[config.mk]
export PLATFORM = sky130hd
export DESIGN_NAME = hue_rotation_palette_generator
export DESIGN_NICKNAME = d
export VERILOG_FILES = /design/src/hdl/hrp_pkg.sv /design/src/hdl/hue_rotation_palette_generator.sv /design/src/hdl/hrp_div_pipe.sv /design/src/hdl/hrp_hsv_front.sv /design/src/hdl/hrp_entry_gen.sv /design/src/hdl/hrp_rgb_back.sv
export SDC_FILE = /design/constraint.sdc
export NUM_CORES = 2
export LEC_CHECK = 0
export BUFFER_PORTS_ARGS = -buffer_cell sky130_fd_sc_hd__buf_2
export CORE_MARGIN = 2
export CORE_UTILIZATION = 25
export DETAILED_ROUTE_END_ITERATION = 10
export PLACE_DENSITY = 0.48
export SYNTH_ARGS = -nofsm -noshare
export SYNTH_HDL_FRONTEND = slang
export SYNTH_SLANG_ARGS = --single-unit
[constraint.sdc]
create_clock -name clk -period 76.2 [get_ports clk]
set_input_delay 11.43 -clock clk [delete_from_list [all_inputs] [get_ports clk]]
set_output_delay 11.43 -clock clk [all_outputs]
set_load 0.01 [all_outputs]
[src/hdl/hrp_pkg.sv]
// ----------------------------------------------------------------------------
// hrp_pkg
// Shared types and constants for the hue rotation palette generator.
// ----------------------------------------------------------------------------
package hrp_pkg;

    localparam int HUE_FRACTION_BITS_DEF = 16;

    localparam int CFG_INDEX_W = 2;
    localparam int CFG_DATA_W  = 16;

    localparam logic [CFG_INDEX_W-1:0] CFG_PALETTE_COUNT = 2'd0;
    localparam logic [CFG_INDEX_W-1:0] CFG_HUE_STEP      = 2'd1;

    localparam logic [3:0]  PALETTE_COUNT_RST = 4'd5;
    localparam logic [15:0] HUE_STEP_RST      = 16'd6554;

    typedef struct packed {
        logic [7:0] red_in;
        logic [7:0] green_in;
        logic [7:0] blue_in;
    } pixel_in_t;

    typedef struct packed {
        logic [7:0] red_out;
        logic [7:0] green_out;
        logic [7:0] blue_out;
        logic [2:0] entry_index;
        logic       last_entry;
    } pixel_out_t;

endpackage

[src/hdl/hue_rotation_palette_generator.sv]
// ----------------------------------------------------------------------------
// hue_rotation_palette_generator
// RGB colour in, run of hue-rotated palette colours out.
// ----------------------------------------------------------------------------
//  channel | direction | handshake           | payload
//  in      | input     | in_valid / in_stall | pixel_in_t
//  out     | output    | out_valid/out_stall | pixel_out_t
//  cfg     | input     | cfg_we              | cfg_index, cfg_data
//
//  One palette entry leaves per cycle unless out_stall holds it; an input
//  item gives palette_count entries (1 to 8), set by the entry generator
//  that steps the hue. The dividers have max(16, HUE_FRACTION_BITS) stages.
//  out_stall freezes the whole pipeline while out_valid is high; nothing is
//  dropped or repeated. Reset clears all valid bits, loads register defaults.
// ----------------------------------------------------------------------------
module hue_rotation_palette_generator #(
    parameter int HUE_FRACTION_BITS = hrp_pkg::HUE_FRACTION_BITS_DEF
) (
    input  logic                               clk,
    input  logic                               rst_n,
    input  logic                               in_valid,
    output logic                               in_stall,
    input  hrp_pkg::pixel_in_t                 in_data,
    output logic                               out_valid,
    input  logic                               out_stall,
    output hrp_pkg::pixel_out_t                out_data,
    input  logic                               cfg_we,
    input  logic [hrp_pkg::CFG_INDEX_W-1:0]    cfg_index,
    input  logic [hrp_pkg::CFG_DATA_W-1:0]     cfg_data
);

    localparam int F = HUE_FRACTION_BITS;

    logic [3:0]    count_reg;
    logic [15:0]   step_reg;
    logic [F+15:0] step_wide;
    logic [F-1:0]  step;

    logic          adv, front_adv;
    logic          fv, gv, gfree, glast;
    logic [7:0]    f_mx, g_mx;
    logic [15:0]   f_sat, g_sat;
    logic [F-1:0]  f_hue, g_hue;
    logic [2:0]    g_idx;

    always_ff @(posedge clk or negedge rst_n)
    begin
        if (!rst_n)
        begin
            count_reg <= hrp_pkg::PALETTE_COUNT_RST;
            step_reg  <= hrp_pkg::HUE_STEP_RST;
        end
        else if (cfg_we)
        begin
            case (cfg_index)
                hrp_pkg::CFG_PALETTE_COUNT: count_reg <= cfg_data[3:0];
                hrp_pkg::CFG_HUE_STEP:      step_reg  <= cfg_data;
                default:                    ;
            endcase
        end
    end

    // step in hue units: times 2^F / 2^16, truncated
    assign step_wide = {step_reg, {F{1'b0}}};
    assign step      = step_wide[F+15:16];

    assign adv       = !out_valid || !out_stall;
    assign front_adv = adv && (gfree || !fv);
    assign in_stall  = !front_adv;

    hrp_hsv_front #(.HUE_FRACTION_BITS(F)) u_front (
        .clk      (clk),
        .rst_n    (rst_n),
        .en       (front_adv),
        .in_valid (in_valid),
        .in_data  (in_data),
        .out_valid(fv),
        .mx       (f_mx),
        .sat      (f_sat),
        .hue      (f_hue)
    );

    hrp_entry_gen #(.HUE_FRACTION_BITS(F)) u_gen (
        .clk      (clk),
        .rst_n    (rst_n),
        .en       (adv),
        .in_valid (fv),
        .in_mx    (f_mx),
        .in_sat   (f_sat),
        .in_hue   (f_hue),
        .count_cfg(count_reg),
        .step     (step),
        .free     (gfree),
        .out_valid(gv),
        .mx       (g_mx),
        .sat      (g_sat),
        .hue      (g_hue),
        .idx      (g_idx),
        .last     (glast)
    );

    hrp_rgb_back #(.HUE_FRACTION_BITS(F)) u_back (
        .clk      (clk),
        .rst_n    (rst_n),
        .en       (adv),
        .in_valid (gv),
        .in_mx    (g_mx),
        .in_sat   (g_sat),
        .in_hue   (g_hue),
        .in_idx   (g_idx),
        .in_last  (glast),
        .out_valid(out_valid),
        .out_data (out_data)
    );

endmodule

[src/hdl/hrp_div_pipe.sv]
// ----------------------------------------------------------------------------
// hrp_div_pipe
// Restoring divider, one quotient bit per register stage.
// ----------------------------------------------------------------------------
module hrp_div_pipe #(
    parameter int QW = 16,
    parameter int DW = 8,
    parameter int PW = 1
) (
    input  logic          clk,
    input  logic          rst_n,
    input  logic          en,
    input  logic          in_valid,
    input  logic [DW-1:0] rem0,     // top of numerator, below divisor
    input  logic [QW-1:0] low,      // remaining numerator bits
    input  logic [DW-1:0] divisor,
    input  logic [PW-1:0] side,
    output logic          out_valid,
    output logic [QW-1:0] quo,
    output logic [PW-1:0] side_out
);

    logic          valid_reg [QW];
    logic [DW-1:0] rem_reg   [QW];
    logic [QW-1:0] low_reg   [QW];
    logic [QW-1:0] quo_reg   [QW];
    logic [DW-1:0] div_reg   [QW];
    logic [PW-1:0] side_reg  [QW];

    // stage inputs: the ports for stage 0, the previous stage otherwise
    logic          v_prev   [QW];
    logic [DW-1:0] r_prev   [QW];
    logic [QW-1:0] l_prev   [QW];
    logic [QW-1:0] q_prev   [QW];
    logic [DW-1:0] d_prev   [QW];
    logic [PW-1:0] s_prev   [QW];
    logic [DW:0]   trial    [QW];
    logic          fits     [QW];
    logic [DW-1:0] rem_next [QW];

    always_comb
    begin
        v_prev[0] = in_valid;
        r_prev[0] = rem0;
        l_prev[0] = low;
        q_prev[0] = '0;
        d_prev[0] = divisor;
        s_prev[0] = side;
        for (int k = 1; k < QW; k++)
        begin
            v_prev[k] = valid_reg[k-1];
            r_prev[k] = rem_reg[k-1];
            l_prev[k] = low_reg[k-1];
            q_prev[k] = quo_reg[k-1];
            d_prev[k] = div_reg[k-1];
            s_prev[k] = side_reg[k-1];
        end
        for (int k = 0; k < QW; k++)
        begin
            trial[k]    = {r_prev[k], l_prev[k][QW-1]};
            fits[k]     = (trial[k] >= {1'b0, d_prev[k]});
            rem_next[k] = fits[k] ? DW'(trial[k] - {1'b0, d_prev[k]}) : trial[k][DW-1:0];
        end
    end

    always_ff @(posedge clk or negedge rst_n)
    begin
        if (!rst_n)
        begin
            for (int k = 0; k < QW; k++)
            begin
                valid_reg[k] <= 1'b0;
            end
        end
        else if (en)
        begin
            for (int k = 0; k < QW; k++)
            begin
                valid_reg[k] <= v_prev[k];
            end
        end
    end

    always_ff @(posedge clk)
    begin
        if (en)
        begin
            for (int k = 0; k < QW; k++)
            begin
                rem_reg[k]  <= rem_next[k];
                low_reg[k]  <= {l_prev[k][QW-2:0], 1'b0};
                quo_reg[k]  <= {q_prev[k][QW-2:0], fits[k]};
                div_reg[k]  <= d_prev[k];
                side_reg[k] <= s_prev[k];
            end
        end
    end

    assign out_valid = valid_reg[QW-1];
    assign quo       = quo_reg[QW-1];
    assign side_out  = side_reg[QW-1];

endmodule

[src/hdl/hrp_hsv_front.sv]
// ----------------------------------------------------------------------------
// hrp_hsv_front
// RGB to HSV: max/min, hue numerator, then pipelined saturation and hue
// divisions.
// ----------------------------------------------------------------------------
module hrp_hsv_front #(
    parameter int HUE_FRACTION_BITS = hrp_pkg::HUE_FRACTION_BITS_DEF
) (
    input  logic                         clk,
    input  logic                         rst_n,
    input  logic                         en,
    input  logic                         in_valid,
    input  hrp_pkg::pixel_in_t           in_data,
    output logic                         out_valid,
    output logic [7:0]                   mx,
    output logic [15:0]                  sat,
    output logic [HUE_FRACTION_BITS-1:0] hue
);

    localparam int F = HUE_FRACTION_BITS;
    localparam int L = (F > 16) ? F : 16;

    logic [7:0]   r, g, b, mx_c, mn_c, d;
    logic [10:0]  n;
    logic [23:0]  snum;
    logic [L+7:0] snum_w;
    logic         v_s, v_h;
    logic [L-1:0] q_s, q_h;
    logic [7:0]   mx_s;
    logic         dnz_h;

    always_comb
    begin
        r    = in_data.red_in;
        g    = in_data.green_in;
        b    = in_data.blue_in;
        mx_c = r;
        if (g > mx_c) mx_c = g;
        if (b > mx_c) mx_c = b;
        mn_c = r;
        if (g < mn_c) mn_c = g;
        if (b < mn_c) mn_c = b;
        d = mx_c - mn_c;
        // red wins ties, then green
        if (mx_c == r)
        begin
            if (g >= b) n = 11'(g) - 11'(b);
            else        n = 11'(6) * 11'(d) - (11'(b) - 11'(g));
        end
        else if (mx_c == g)
        begin
            n = 11'(2) * 11'(d) + 11'(b) - 11'(r);
        end
        else
        begin
            n = 11'(4) * 11'(d) + 11'(r) - 11'(g);
        end
        snum   = {d, 16'd0} - 24'(d);
        snum_w = (L+8)'(snum) << (L-16);
    end

    hrp_div_pipe #(.QW(L), .DW(8), .PW(8)) u_sat_div (
        .clk      (clk),
        .rst_n    (rst_n),
        .en       (en),
        .in_valid (in_valid),
        .rem0     (snum_w[L+7:L]),
        .low      (snum_w[L-1:0]),
        .divisor  (mx_c),
        .side     (mx_c),
        .out_valid(v_s),
        .quo      (q_s),
        .side_out (mx_s)
    );

    hrp_div_pipe #(.QW(L), .DW(11), .PW(1)) u_hue_div (
        .clk      (clk),
        .rst_n    (rst_n),
        .en       (en),
        .in_valid (in_valid),
        .rem0     (n),
        .low      ('0),
        .divisor  (11'(6) * 11'(d)),
        .side     (d != 8'd0),
        .out_valid(v_h),
        .quo      (q_h),
        .side_out (dnz_h)
    );

    assign out_valid = v_s & v_h;
    assign mx        = mx_s;
    assign sat       = (mx_s == 8'd0) ? 16'd0 : q_s[L-1:L-16];
    assign hue       = dnz_h ? q_h[L-1:L-F] : '0;

endmodule

[src/hdl/hrp_entry_gen.sv]
// ----------------------------------------------------------------------------
// hrp_entry_gen
// Holds one HSV colour and steps the hue once per palette entry.
// ----------------------------------------------------------------------------
module hrp_entry_gen #(
    parameter int HUE_FRACTION_BITS = hrp_pkg::HUE_FRACTION_BITS_DEF
) (
    input  logic                         clk,
    input  logic                         rst_n,
    input  logic                         en,
    input  logic                         in_valid,
    input  logic [7:0]                   in_mx,
    input  logic [15:0]                  in_sat,
    input  logic [HUE_FRACTION_BITS-1:0] in_hue,
    input  logic [3:0]                   count_cfg,
    input  logic [HUE_FRACTION_BITS-1:0] step,
    output logic                         free,
    output logic                         out_valid,
    output logic [7:0]                   mx,
    output logic [15:0]                  sat,
    output logic [HUE_FRACTION_BITS-1:0] hue,
    output logic [2:0]                   idx,
    output logic                         last
);

    logic                         valid_reg;
    logic [7:0]                   mx_reg;
    logic [15:0]                  sat_reg;
    logic [HUE_FRACTION_BITS-1:0] hue_reg;
    logic [2:0]                   idx_reg;
    logic [3:0]                   count_reg;
    logic [3:0]                   count_next;

    always_comb
    begin
        if (count_cfg == 4'd0)     count_next = 4'd1;
        else if (count_cfg > 4'd8) count_next = 4'd8;
        else                       count_next = count_cfg;
    end

    assign last = ({1'b0, idx_reg} + 4'd1) == count_reg;
    assign free = !valid_reg || last;

    always_ff @(posedge clk or negedge rst_n)
    begin
        if (!rst_n)
        begin
            valid_reg <= 1'b0;
        end
        else if (en && free)
        begin
            valid_reg <= in_valid;
        end
    end

    always_ff @(posedge clk)
    begin
        if (en)
        begin
            if (free)
            begin
                mx_reg    <= in_mx;
                sat_reg   <= in_sat;
                hue_reg   <= in_hue;
                idx_reg   <= 3'd0;
                count_reg <= count_next;
            end
            else
            begin
                hue_reg <= hue_reg + step;
                idx_reg <= idx_reg + 3'd1;
            end
        end
    end

    assign out_valid = valid_reg;
    assign mx        = mx_reg;
    assign sat       = sat_reg;
    assign hue       = hue_reg;
    assign idx       = idx_reg;

endmodule

[src/hdl/hrp_rgb_back.sv]
// ----------------------------------------------------------------------------
// hrp_rgb_back
// HSV to RGB, six-sector rule, four register stages ending in the output
// register.
// ----------------------------------------------------------------------------
module hrp_rgb_back #(
    parameter int HUE_FRACTION_BITS = hrp_pkg::HUE_FRACTION_BITS_DEF
) (
    input  logic                         clk,
    input  logic                         rst_n,
    input  logic                         en,
    input  logic                         in_valid,
    input  logic [7:0]                   in_mx,
    input  logic [15:0]                  in_sat,
    input  logic [HUE_FRACTION_BITS-1:0] in_hue,
    input  logic [2:0]                   in_idx,
    input  logic                         in_last,
    output logic                         out_valid,
    output hrp_pkg::pixel_out_t          out_data
);

    localparam int F = HUE_FRACTION_BITS;
    localparam logic [F+15:0] FULL = {16'hFFFF, {F{1'b0}}};   // one turn * 65535

    // stage 1: sector and fraction
    logic          v1_reg, v2_reg, v3_reg, v4_reg;
    logic [7:0]    mx1_reg, mx2_reg, mx3_reg;
    logic [15:0]   s1_reg;
    logic [2:0]    sec1_reg, sec2_reg, sec3_reg;
    logic [F-1:0]  f1_reg;
    logic [2:0]    i1_reg, i2_reg, i3_reg;
    logic          l1_reg, l2_reg, l3_reg;
    logic [F+2:0]  six;

    // stage 2: k * s
    logic [F+15:0] pp2_reg, pq2_reg, pt2_reg;
    logic [F:0]    omf;

    // stage 3: v * (1 - k*s)
    logic [F+23:0] mp3_reg, mq3_reg, mt3_reg;

    hrp_pkg::pixel_out_t out_reg, out_next;

    assign six = ({3'b0, in_hue} << 2) + ({3'b0, in_hue} << 1);
    assign omf = {1'b1, {F{1'b0}}} - {1'b0, f1_reg};

    function automatic logic [7:0] to_chan(input logic [F+23:0] m);
        logic [23:0] y;
        logic [24:0] t;
        begin
            y = m[F+23:F];
            // floor(y / 65535) for y below 256 * 65535
            t = 25'(y) + 25'(y[23:16]) + 25'd1;
            to_chan = t[23:16];
        end
    endfunction

    always_comb
    begin
        logic [7:0] cv, cp, cq, ct;
        cv = mx3_reg;
        cp = to_chan(mp3_reg);
        cq = to_chan(mq3_reg);
        ct = to_chan(mt3_reg);
        out_next.entry_index = i3_reg;
        out_next.last_entry  = l3_reg;
        case (sec3_reg)
            3'd0:
            begin
                out_next.red_out = cv; out_next.green_out = ct; out_next.blue_out = cp;
            end
            3'd1:
            begin
                out_next.red_out = cq; out_next.green_out = cv; out_next.blue_out = cp;
            end
            3'd2:
            begin
                out_next.red_out = cp; out_next.green_out = cv; out_next.blue_out = ct;
            end
            3'd3:
            begin
                out_next.red_out = cp; out_next.green_out = cq; out_next.blue_out = cv;
            end
            3'd4:
            begin
                out_next.red_out = ct; out_next.green_out = cp; out_next.blue_out = cv;
            end
            default:
            begin
                out_next.red_out = cv; out_next.green_out = cp; out_next.blue_out = cq;
            end
        endcase
    end

    always_ff @(posedge clk or negedge rst_n)
    begin
        if (!rst_n)
        begin
            v1_reg <= 1'b0;
            v2_reg <= 1'b0;
            v3_reg <= 1'b0;
            v4_reg <= 1'b0;
        end
        else if (en)
        begin
            v1_reg <= in_valid;
            v2_reg <= v1_reg;
            v3_reg <= v2_reg;
            v4_reg <= v3_reg;
        end
    end

    always_ff @(posedge clk)
    begin
        if (en)
        begin
            mx1_reg  <= in_mx;
            s1_reg   <= in_sat;
            sec1_reg <= six[F+2:F];
            f1_reg   <= six[F-1:0];
            i1_reg   <= in_idx;
            l1_reg   <= in_last;

            mx2_reg  <= mx1_reg;
            sec2_reg <= sec1_reg;
            i2_reg   <= i1_reg;
            l2_reg   <= l1_reg;
            pp2_reg  <= {s1_reg, {F{1'b0}}};
            pq2_reg  <= (F+16)'(f1_reg) * (F+16)'(s1_reg);
            pt2_reg  <= (F+16)'(omf) * (F+16)'(s1_reg);

            mx3_reg  <= mx2_reg;
            sec3_reg <= sec2_reg;
            i3_reg   <= i2_reg;
            l3_reg   <= l2_reg;
            mp3_reg  <= (F+24)'(mx2_reg) * (F+24)'(FULL - pp2_reg);
            mq3_reg  <= (F+24)'(mx2_reg) * (F+24)'(FULL - pq2_reg);
            mt3_reg  <= (F+24)'(mx2_reg) * (F+24)'(FULL - pt2_reg);

            out_reg  <= out_next;
        end
    end

    assign out_valid = v4_reg;
    assign out_data  = out_reg;

endmodule
==> run summary <==
Launch point of the worst hold path: u_front.u_hue_div.side_reg[0][1]. The routed design has 215 mm of wire. Along the worst hold path, the cell count comes to 0. The origin of the critical flop-to-flop path was u_back.f1_reg[3]. Counting instances in the post-synthesis netlist gives the leading cell types as sky130_fd_sc_hd__inv_1 (1419), sky130_fd_sc_hd__edfxtp_1 (1217), sky130_fd_sc_hd__nand2_1 (998). Setup total negative slack on the finished layout was measured at 0 ns.

Final cell count without fillers: 13.9k. The hold violation total from the final report was 0. The worst hold path belongs to the class flip-flop to flip-flop. Start-to-end type of the worst setup path: primary input to output pin. In this run the clock root is driven by a sky130_fd_sc_hd__clkbuf_16.

TritonCTS built the clock tree. X dimension of the die: 621 um. Endpoint of the worst hold path: u_front.u_hue_div.side_reg[0][2]. For the global router's overall resource usage, the log shows 0.111.

The ratio of routed vias to standard cells is 4.31, and the setup slack of the most critical reg-to-reg path is 67.08 ns. Proportion of register bits with asynchronous set or reset after synthesis: 0.0326. In this run the standard cell core region covers 379000 um^2. The first routing iteration left 3107 violations. Port buffering added 76 buffers. The number of global-route vias before repair was 64.5k.

The register clock-pin slew on the reported worst setup and hold paths was 0.06 ns. In this run, post-CTS repair resized a total of 0 instances. The tools report the setup fix buffers added after clock tree synthesis as 0.

The number of unique standard cell types used by synthesis is 91, and the clock latency reported for the late side of the worst-skew pair is 0.84 ns. Data on the critical path is required at its endpoint by 64.77 ns. After legalization and detailed placement, the total HPWL measured 159 mm. End of the worst register-to-register path: u_back.pt2_reg[30].

The part of the Yosys area used for sequential elements is 0.395, and the initial antenna violation count is 8. The placed instance count is 13.6k. The transition at the pin with the smallest max-transition slack came out at 1.30 ns. STA puts the critical path data arrival time at 12.56 ns.

The tools report the sum of overflow across all layers after global routing as 0. In this run, post-CTS hold repair placed 0 buffers. The Yosys step of the flow raised 0 warnings. The post-route fraction of the period consumed by the critical path was 0.315; the worst slew slack as a fraction of its limit was 0.126. The mapped cell area is 95300 um^2, and the flip-flop count of the largest register after layout is 150. The run gives 0.251 as the initial core utilization.

The average cell area after synthesis came out at 11.0 um^2. The endpoint type of the worst setup path was an output pin. The portion of synthesized cell area occupied by the leading cell type works out to 0.384. Among all flip-flop cells after synthesis, the most frequent one is sky130_fd_sc_hd__edfxtp_1.

The wire length per cell is 15.5 um, and the maximum number of pins on one net before global-route repair is 179. For this design, the sink count on the clock tree is 1258. After floorplanning, the core was divided into 226 placement rows. Routability-driven placement finished with a final weighted congestion of 0.814. The number of ports placed on the die boundary was 77; the setup-violating endpoint count in the final report was 0. The number of nets with antenna violations after routing is 0, and the cell depth of the worst flop-to-flop path is 33. For the number of detailed-route iterations in the first pass, the log shows 6.

Of all nets on the critical path, the largest fanout is 38. The floorplan die height is 621 um. After synthesis the netlist holds a flip-flop and latch count of 1258. The final route contains 59.9k vias. The fraction of final layout cells sized beyond drive strength 1 was 0.0550; the number of maximum-capacitance violations was 0. Subtracting the final worst setup slack from the clock period gives 23.99 ns. CTS built an H-tree with a depth of 4. The logs give 10.4k for the net count after synthesis and 0 for the number of max-slew violations in the final report.

The area added between synthesis and finish is 11.8%. By area the synthesized netlist is led by sky130_fd_sc_hd__edfxtp_1 (38%), sky130_fd_sc_hd__fa_1 (19%), sky130_fd_sc_hd__ha_1 (10%), sky130_fd_sc_hd__inv_1 (5.6%), sky130_fd_sc_hd__nand2_1 (3.9%). The first global-routing pass estimated 350 mm of wire.

The count of mapped cells out of synthesis came out at 8687. sky130_fd_sc_hd__edfxtp_1 takes more of the synthesized area than any other cell. Clock skew on the completed layout was measured at 0.132 ns.

Setup repair after global routing left no endpoint under its margin. At the end of the flow, the number of nets in the layout was 10.5k. The number of flops mapped to enable cells by yosys is 1217.

The logs give 0.359 ns for the worst hold slack across all endpoints and 386000 um^2 for the total die area. Derived from the worst setup path, the maximum achievable clock frequency is 41.7 MHz. The most common cell in the synthesized netlist is sky130_fd_sc_hd__inv_1. For the buffer levels on the longest clock path, the log shows 4.

The critical path startpoint category was a primary input. The run finished with clean final reports. The remaining routing DRC violations came out at 0. Clock tree synthesis inserted a total of 156 buffers.
## stage by stage
step | setup WS [ns] | util | area [um^2]
CTS | 52.18 | 0.281 | 106000
global placement | 52.22 | 0.268 | 102000
detailed placement | 52.18 | 0.268 | 102000
global route | 52.09 | 0.281 | 106000
finish | 52.21 | 0.281 | 106000
floorplan | 30.58 | - | 95300
## cells in the final DEF (no fill, tap or decap), drive strengths merged, types with 10 or more instances in the layout
cell	count
mux2i	59
ha	774
a221oi	23
nand2	1000
o21a	33
fa	890
nand4	77
nand3	80
xnor2	325
or4	25
nor4	16
clkbuf	195
nand2b	159
edfxtp	1217
clkinv	57
buf	158
and3	26
and2	425
a21boi	10
nor2	333
xor2	145
dfrtp	32
a211oi	29
o31ai	52
nor2b	146
mux2	51
a21o	122
nor3	64
o211a	17
inv	1429
a21oi	316
a31oi	13
o21bai	71
o21ai	361
## worst max-delay path, cell delays in order
cell and delay (ns):
sky130_fd_sc_hd__buf_2 0.11, sky130_fd_sc_hd__nand2_4 0.38, sky130_fd_sc_hd__o21ai_2 0.37, sky130_fd_sc_hd__buf_2 0.26
## kinds of logic after synthesis
logic type	after synthesis	share of synthesized area
AOI/OAI and AO/OA	1121	0.0734
and+or+nand+nor	2386	0.121
DFF	1258	0.395
xor gates and xnor gates	471	0.0435
muxes	110	0.0123
buffers and inverters	1670	0.0660
adders and majority gates	1671	0.289
## worst max-delay path by stage
stage                   start                               end
floorplan           out_stall  u_front.u_hue_div.div_reg[0][10]
global placement    out_stall                          in_stall
detailed placement  out_stall                          in_stall
CTS                 out_stall                          in_stall
global route        out_stall                          in_stall
finish              out_stall                          in_stall
## area by class of cell
type | count | area (um^2)
Timing Repair Buffer | 158 | 1020
Fill cell | 39151 | 273000
Tap cell | 5016 | 6280
Clock inverter | 78 | 601
Multi-Input combinational cell | 5759 | 51500
Sequential cell | 1258 | 37600
Inverter | 1421 | 5340
Clock buffer | 195 | 4150
Antenna cell | 4 | 10.0
## per-layer routing
metal	global-route usage	part of all wire	vias up	routed length (um)
met5	0	0	-	0
met4	0.0296	0.025	0	5420
met2	0.198	0.49	846	106000
met1	0.142	0.45	29952	97200
li1	-	-	28749	-
met3	0.0135	0.031	323	6690
Power is left out: the tool's default activity adds up to more than one toggle a clock period on the data nets, which glitch-free logic cannot reach.
